<file path="config.mk">
export PLATFORM = sky130hd
export DESIGN_NAME = lpc_seq
export DESIGN_NICKNAME = d
export VERILOG_FILES = /design/src/rtl/core/lpc_pkg.sv /design/src/rtl/core/lpc_seq.sv
export SDC_FILE = /design/constraint.sdc
export NUM_CORES = 1
export LEC_CHECK = 0
export BUFFER_PORTS_ARGS = -buffer_cell sky130_fd_sc_hd__clkbuf_2
export CORE_MARGIN = 5
export CORE_UTILIZATION = 45
export DETAILED_ROUTE_END_ITERATION = 16
export GPL_ROUTABILITY_DRIVEN = 0
export SLEW_MARGIN = 5
export SYNTH_ARGS = -nofsm -noshare
export SYNTH_HDL_FRONTEND = slang
export SYNTH_SLANG_ARGS = --single-unit
</file>
<file path="constraint.sdc">
create_clock -name clk -period 5.2 [get_ports clk]
set_clock_uncertainty 0.2 [all_clocks]
set_input_delay 0.26 -clock clk [delete_from_list [all_inputs] [get_ports clk]]
set_output_delay 0.26 -clock clk [all_outputs]
set_load 0.05 [all_outputs]
</file>
<file path="src/rtl/core/lpc_pkg.sv">
// Shared constants, codes and types of the local peak clip filter.
`default_nettype none

package lpc_pkg;

    localparam int PIXEL_W   = 16;
    localparam int CFG_W     = 11;
    localparam int CFG_IDX_W = 1;

    localparam int DEF_MAX_WIDTH  = 1024;
    localparam int DEF_MAX_HEIGHT = 1024;
    localparam int DEF_PIXEL_BITS = 16;
    localparam int RESET_DIM      = 1024;

    localparam logic [CFG_IDX_W-1:0] CFG_FRAME_WIDTH  = 1'b0;
    localparam logic [CFG_IDX_W-1:0] CFG_FRAME_HEIGHT = 1'b1;

    localparam logic CMD_PIXEL = 1'b0;
    localparam logic CMD_DRAIN = 1'b1;

    typedef struct packed {
        logic                command;
        logic [PIXEL_W-1:0]  pixel_in;
    } in_item_t;

    typedef struct packed {
        logic [PIXEL_W-1:0]  pixel_out;
        logic                frame_last;
    } out_item_t;

    typedef struct packed {
        logic act;
        logic write;
        logic emit;
        logic up;
        logic down;
        logic left;
        logic right;
        logic last;
    } item_flags_t;

endpackage

`default_nettype wire

</file>
<file path="src/rtl/core/lpc_seq.sv">
// Configuration registers and raster position counters of the filter.
`default_nettype none

module lpc_seq #(
    parameter int MAX_WIDTH  = lpc_pkg::DEF_MAX_WIDTH,
    parameter int MAX_HEIGHT = lpc_pkg::DEF_MAX_HEIGHT
) (
    input  wire logic                            clk,
    input  wire logic                            rst_n,
    input  wire logic                            cfg_write,
    input  wire logic [lpc_pkg::CFG_IDX_W-1:0]   cfg_index,
    input  wire logic [lpc_pkg::CFG_W-1:0]       cfg_data,
    input  wire logic                            accept,
    input  wire logic                            command,
    output lpc_pkg::item_flags_t                 flags,
    output logic [$clog2(MAX_WIDTH)-1:0]         col,
    output logic [$clog2(MAX_WIDTH)-1:0]         col_next
);
    import lpc_pkg::*;

    localparam int COL_W = $clog2(MAX_WIDTH);
    localparam int ROW_W = (MAX_HEIGHT > 1) ? $clog2(MAX_HEIGHT) : 1;
    localparam int W_RST = (RESET_DIM > MAX_WIDTH) ? MAX_WIDTH : RESET_DIM;
    localparam int H_RST = (RESET_DIM > MAX_HEIGHT) ? MAX_HEIGHT : RESET_DIM;

    logic [COL_W-1:0] w_last_reg, w_last_next;
    logic [ROW_W-1:0] h_last_reg, h_last_next;
    logic [COL_W-1:0] in_col_reg, in_col_next;
    logic [ROW_W-1:0] in_row_reg, in_row_next;
    logic             in_done_reg, in_done_next;
    logic [COL_W-1:0] out_col_reg, out_col_next;
    logic [ROW_W-1:0] out_row_reg, out_row_next;

    logic is_pix;
    logic write_item;
    logic emit_item;
    logic last_item;

    always_comb
    begin
        is_pix     = (command == CMD_PIXEL);
        write_item = is_pix && !in_done_reg;
        emit_item  = (write_item && (in_row_reg != '0)) || (!is_pix && in_done_reg);
        last_item  = emit_item && (out_col_reg == w_last_reg) && (out_row_reg == h_last_reg);

        flags.act   = write_item || emit_item;
        flags.write = write_item;
        flags.emit  = emit_item;
        flags.up    = (out_row_reg != '0);
        flags.down  = is_pix;
        flags.left  = (out_col_reg != '0);
        flags.right = (out_col_reg != w_last_reg);
        flags.last  = last_item;

        col      = is_pix ? in_col_reg : out_col_reg;
        col_next = (col == w_last_reg) ? col : col + COL_W'(1);
    end

    always_comb
    begin
        w_last_next  = w_last_reg;
        h_last_next  = h_last_reg;
        in_col_next  = in_col_reg;
        in_row_next  = in_row_reg;
        in_done_next = in_done_reg;
        out_col_next = out_col_reg;
        out_row_next = out_row_reg;

        if (cfg_write)
        begin
            unique case (cfg_index)
                CFG_FRAME_WIDTH:
                begin
                    if (cfg_data == '0)
                    begin
                        w_last_next = '0;
                    end
                    else if (32'(cfg_data) > MAX_WIDTH)
                    begin
                        w_last_next = COL_W'(MAX_WIDTH - 1);
                    end
                    else
                    begin
                        w_last_next = COL_W'(cfg_data - CFG_W'(1));
                    end
                end
                CFG_FRAME_HEIGHT:
                begin
                    if (cfg_data == '0)
                    begin
                        h_last_next = '0;
                    end
                    else if (32'(cfg_data) > MAX_HEIGHT)
                    begin
                        h_last_next = ROW_W'(MAX_HEIGHT - 1);
                    end
                    else
                    begin
                        h_last_next = ROW_W'(cfg_data - CFG_W'(1));
                    end
                end
            endcase
            in_col_next  = '0;
            in_row_next  = '0;
            in_done_next = 1'b0;
            out_col_next = '0;
            out_row_next = '0;
        end
        else if (accept)
        begin
            if (write_item)
            begin
                if (in_col_reg == w_last_reg)
                begin
                    in_col_next = '0;
                    if (in_row_reg == h_last_reg)
                    begin
                        in_row_next  = '0;
                        in_done_next = 1'b1;
                    end
                    else
                    begin
                        in_row_next = in_row_reg + ROW_W'(1);
                    end
                end
                else
                begin
                    in_col_next = in_col_reg + COL_W'(1);
                end
            end
            if (emit_item)
            begin
                if (last_item)
                begin
                    in_col_next  = '0;
                    in_row_next  = '0;
                    in_done_next = 1'b0;
                    out_col_next = '0;
                    out_row_next = '0;
                end
                else if (out_col_reg == w_last_reg)
                begin
                    out_col_next = '0;
                    out_row_next = out_row_reg + ROW_W'(1);
                end
                else
                begin
                    out_col_next = out_col_reg + COL_W'(1);
                end
            end
        end
    end

    always_ff @(posedge clk or negedge rst_n)
    begin
        if (!rst_n)
        begin
            w_last_reg  <= COL_W'(W_RST - 1);
            h_last_reg  <= ROW_W'(H_RST - 1);
            in_col_reg  <= '0;
            in_row_reg  <= '0;
            in_done_reg <= 1'b0;
            out_col_reg <= '0;
            out_row_reg <= '0;
        end
        else
        begin
            w_last_reg  <= w_last_next;
            h_last_reg  <= h_last_next;
            in_col_reg  <= in_col_next;
            in_row_reg  <= in_row_next;
            in_done_reg <= in_done_next;
            out_col_reg <= out_col_next;
            out_row_reg <= out_row_next;
        end
    end

    // While rows are still arriving, the output position trails the input by one row.
    a_out_trails_in: assert property (@(posedge clk) disable iff (!rst_n)
        (!in_done_reg && (in_row_reg != '0)) |->
            ((out_col_reg == in_col_reg) && ((out_row_reg + ROW_W'(1)) == in_row_reg)))
        else $error("output position does not trail input by one row");

    a_first_row_silent: assert property (@(posedge clk) disable iff (!rst_n)
        (!in_done_reg && (in_row_reg == '0)) |->
            ((out_col_reg == '0) && (out_row_reg == '0)))
        else $error("output advanced during the first row");

    a_done_parks_input: assert property (@(posedge clk) disable iff (!rst_n)
        in_done_reg |-> ((in_col_reg == '0) && (in_row_reg == '0)))
        else $error("input position not parked after the frame was received");
endmodule

`default_nettype wire

</file>
==> metrics.csv <==
stage,metric,value,unit
sta,final number of max-transition violations,0,
floorplanning,Starting Density,0.4555,
worst_setup_path,CP peak stage delay,0.77,ns
sta,fmax,309.0,MHz
worst_setup_path,crit path DAT,2.78,ns
sta,Setup WS post-layout,1.964,ns
global_route,vias in the first global route,3703,
global_route,initial antenna violation count,0,
pwr,P per Cell Area,252.3,mW/mm2
cells_and_area,most frequent cells in the layout,"nand2_1, xnor2_1, nor2_1, clkbuf_2, dfrtp_1",
drt,Residual DRC,0,
floorplanning,Chip Width,108.8,um
cells_and_area,share of layout cells above drive strength 1,0.1846,
drt,initial drt markers,177,
sta,fin crit share,0.6223,
clock_network,clk_lat worst skew,0.36,ns
clock_network,TritonCTS clock tree,built,
pwr,sw power,0.3519,mW
global_route,met1 Usage GRT,0.2861,
outcome,status,finished clean,
logic_synthesis,Mapped Nets,539,
sta,RSZ-0062 raised after global routing,no,
clock_network,CTS root buffer,clkbuf_8,
flow_run,Max Cap Viol,0,
logic_synthesis,Ys Warns,0,
logic_synthesis,Mapped Area,0.004390,mm2
sta,Final TNS setup,0,ns
logic_synthesis,Simple-Gate Fraction of Synth Area,0.2417,
worst_setup_path,critical-path cell list,xnor2_1 -> nand4_1 -> nor4_1 -> and3_1 -> clkbuf_2,
pwr,Switching Share,0.2842,
global_route,pin count of the biggest net entering global routing,62,
floorplanning,DIE AREA,0.01183,mm2
placement,Port Buffers,44,
clock_network,number of gates resized after CTS,0,
worst_setup_path,Top delay family on crit path,simple AND/OR/NAND/NOR gates,
logic_synthesis,Post-synth EDFFs,0,
worst_setup_path,Worst path slowest cell,nor4_1,
global_route,GR peak layer,met2,
min_path,HP Class,input port to flop,
floorplanning,Core Area,0.009639,mm2
floorplanning,row cnt,36,
clock_network,"CTS clk-pin slew, worst paths",0.07,ns
cells_and_area,diodes inserted,0,
cells_and_area,fin area,0.004908,mm2
sta,Least-Margin Pin Slew,0.9298,ns
placement,Area after DPL,0.004664,mm2
sta,Fin. Hold Viols,0,
pwr,worst vdd ir,0.1551,mV
cells_and_area,Layout area overhead,11.80,%
logic_synthesis,ys async rst share,1.000,
logic_synthesis,main combinational cell family by area after synthesis,simple AND/OR/NAND/NOR gates,
sta,post-layout minimum cycle time,3.236,ns
pwr,Clk pwr share,0.401,
pwr,Internal Power,0.8862,mW
logic_synthesis,Mean Syn Cell Area,8.558,um2
worst_setup_path,Critical Path Start Type,flop,
logic_synthesis,top_reg_cell synth,dfrtp_1,
logic_synthesis,"Distinct cells, synth",56,
global_route,GRT Total Usage,0.2061,
logic_synthesis,adder-cell share of the synthesized area,0.02565,
global_route,GR Overflow Total,0,
worst_setup_path,crit-path max FO,7,
drt,antenna-violating nets left,0,
logic_synthesis,post-synthesis sequential area ratio,0.3534,
logic_synthesis,Syn Inst Count,513,
floorplanning,IO Count,45,
placement,Detail Placement HPWL,8.491,mm
logic_synthesis,#FFs+latches synth,61,
pwr,Reg power frac,0.450,
sta,Setup Viol. Count Final,0,
cells_and_area,"most common cell after layout, fill and taps aside",nand2_1,
global_route,first-pass GRT wire length,19.06,mm
logic_synthesis,XOR/XNOR Fraction of Synth Area,0.1496,
worst_setup_path,WP buf/inv,1,
clock_network,H-tree levels,3,
worst_setup_path,CP endpoint kind,output pin,
floorplanning,die height,108.8,um
global_route,routing usage on met3,0.04263,
drt,drt wl/cell,16.58,um
cells_and_area,number of nets in the layout,568,
logic_synthesis,portion of netlist area occupied by mux cells,0.03534,
pwr,Static Leakage,2.135,nW
worst_setup_path,worst endpoint required time,4.74,ns
drt,WL final,11.27,mm
placement,setup slack at placement,2.043,ns
global_route,met2 usage,0.3226,
drt,Vias,3832,
clock_network,Inserted Clock Buffers,9,
sta,Worst slew margin,0.3744,
drt,vias per inst,5.635,
clock_network,Clock Path Buffers,2,
logic_synthesis,Synth Area in Compound Gates,0.1379,
drt,DRT Pass-1 Iters,4,
pwr,Gate power share,0.149,
worst_setup_path,Setup Crit Path Kind,flop to output pin,
clock_network,CTS sink cnt,61,
==> per-stage QoR <==
stage	power (mW)	std cells	utilization	hold WS, ns
after floorplan	0.6905	513	-	-0.2356
after global placement	0.7462	663	0.4839	0.2817
after detailed placement	0.7507	663	0.4839	0.2787
after CTS	1.255	680	0.5092	0.06632
after global routing	1.301	680	0.5092	0.07840
final	1.238	680	0.5092	0.09016
==> routing by layer <==
layer | share of wire | routed length, um
met1 | 0.47 | 5344
met2 | 0.48 | 5361
met3 | 0.037 | 416
met4 | 0.013 | 151
met5 | 0 | 0
==> worst register-to-register path, cell delays in order (launching register included) <==
cell and delay (ns):
dfstp_2 0.58, xor2_1 0.08, nor4_1 0.54, nand4_1 0.70
or2_1 0.51, o41ai_1 0.34, a22o_1 0.17
==> path summary, 6_finish.rpt <==
kind,start,end,slack [ns],cells after the start
max reg2reg,w_last_reg[9],in_row_reg[3],2.02,6
min reg2reg,h_last_reg[9],h_last_reg[9],0.31,2
max in group asynchronous,rst_n,out_col_reg[8],3.85,3
min in group asynchronous,rst_n,in_row_reg[7],0.41,3
max,h_last_reg[8],flags[0],1.96,5
min,cfg_data[0],w_last_reg[0],0.09,3
==> cells in the mapped netlist (6+ instances only) <==
master	count	share of area
a22o_1	9	0.018
nand2_1	54	0.046
inv_1	23	0.020
dfrtp_1	41	0.23
dfstp_2	20	0.12
nor3_1	13	0.015
clkbuf_1	20	0.017
nor2_1	44	0.038
nor4_1	12	0.017
a31oi_1	6	0.0086
ha_1	9	0.026
xor2_1	24	0.048
nand4_1	16	0.023
mux2i_1	11	0.025
nand3_1	20	0.023
nand3b_1	6	0.010
o21ai_0	32	0.036
a21oi_1	14	0.016
xnor2_1	51	0.10
==> cells by family (layout without fill, tap and decap cells) <==
group,Yosys count,after routing
simple gates,206,206
compound gates,91,91
xor+xnor,75,75
flops,61,61
buf+inv,56,90
mux,15,15
fa+ha+maj,9,9
==> power by group through the flow <==
stage / combinational (mW) / sequential [mW] / clock, mW
6_report: 0.185 / 0.557 / 0.496
5_1_grt: 0.207 / 0.562 / 0.533
4_1_cts: 0.186 / 0.557 / 0.511
3_5_place_dp: 0.185 / 0.566 / 0
3_3_place_gp: 0.182 / 0.564 / 0
2_1_floorplan: 0.141 / 0.549 / 0
==> timing repair <==
item	4_1_cts	5_1_grt
buffers inserted	0	0
endpoints found under the hold margin	41	0
hold buffers	1	0
==> final cells by class <==
type                    instances  area [um2]
inverters                      24       90.09
fillers                       949        4731
clock buffers                  11       151.4
clock inverters                 5       82.58
well taps                     133       166.4
repair buffers                 50       267.8
multi-input cells             396        2599
flip-flops and latches         61        1551
Power figures use the tool's default switching activity.
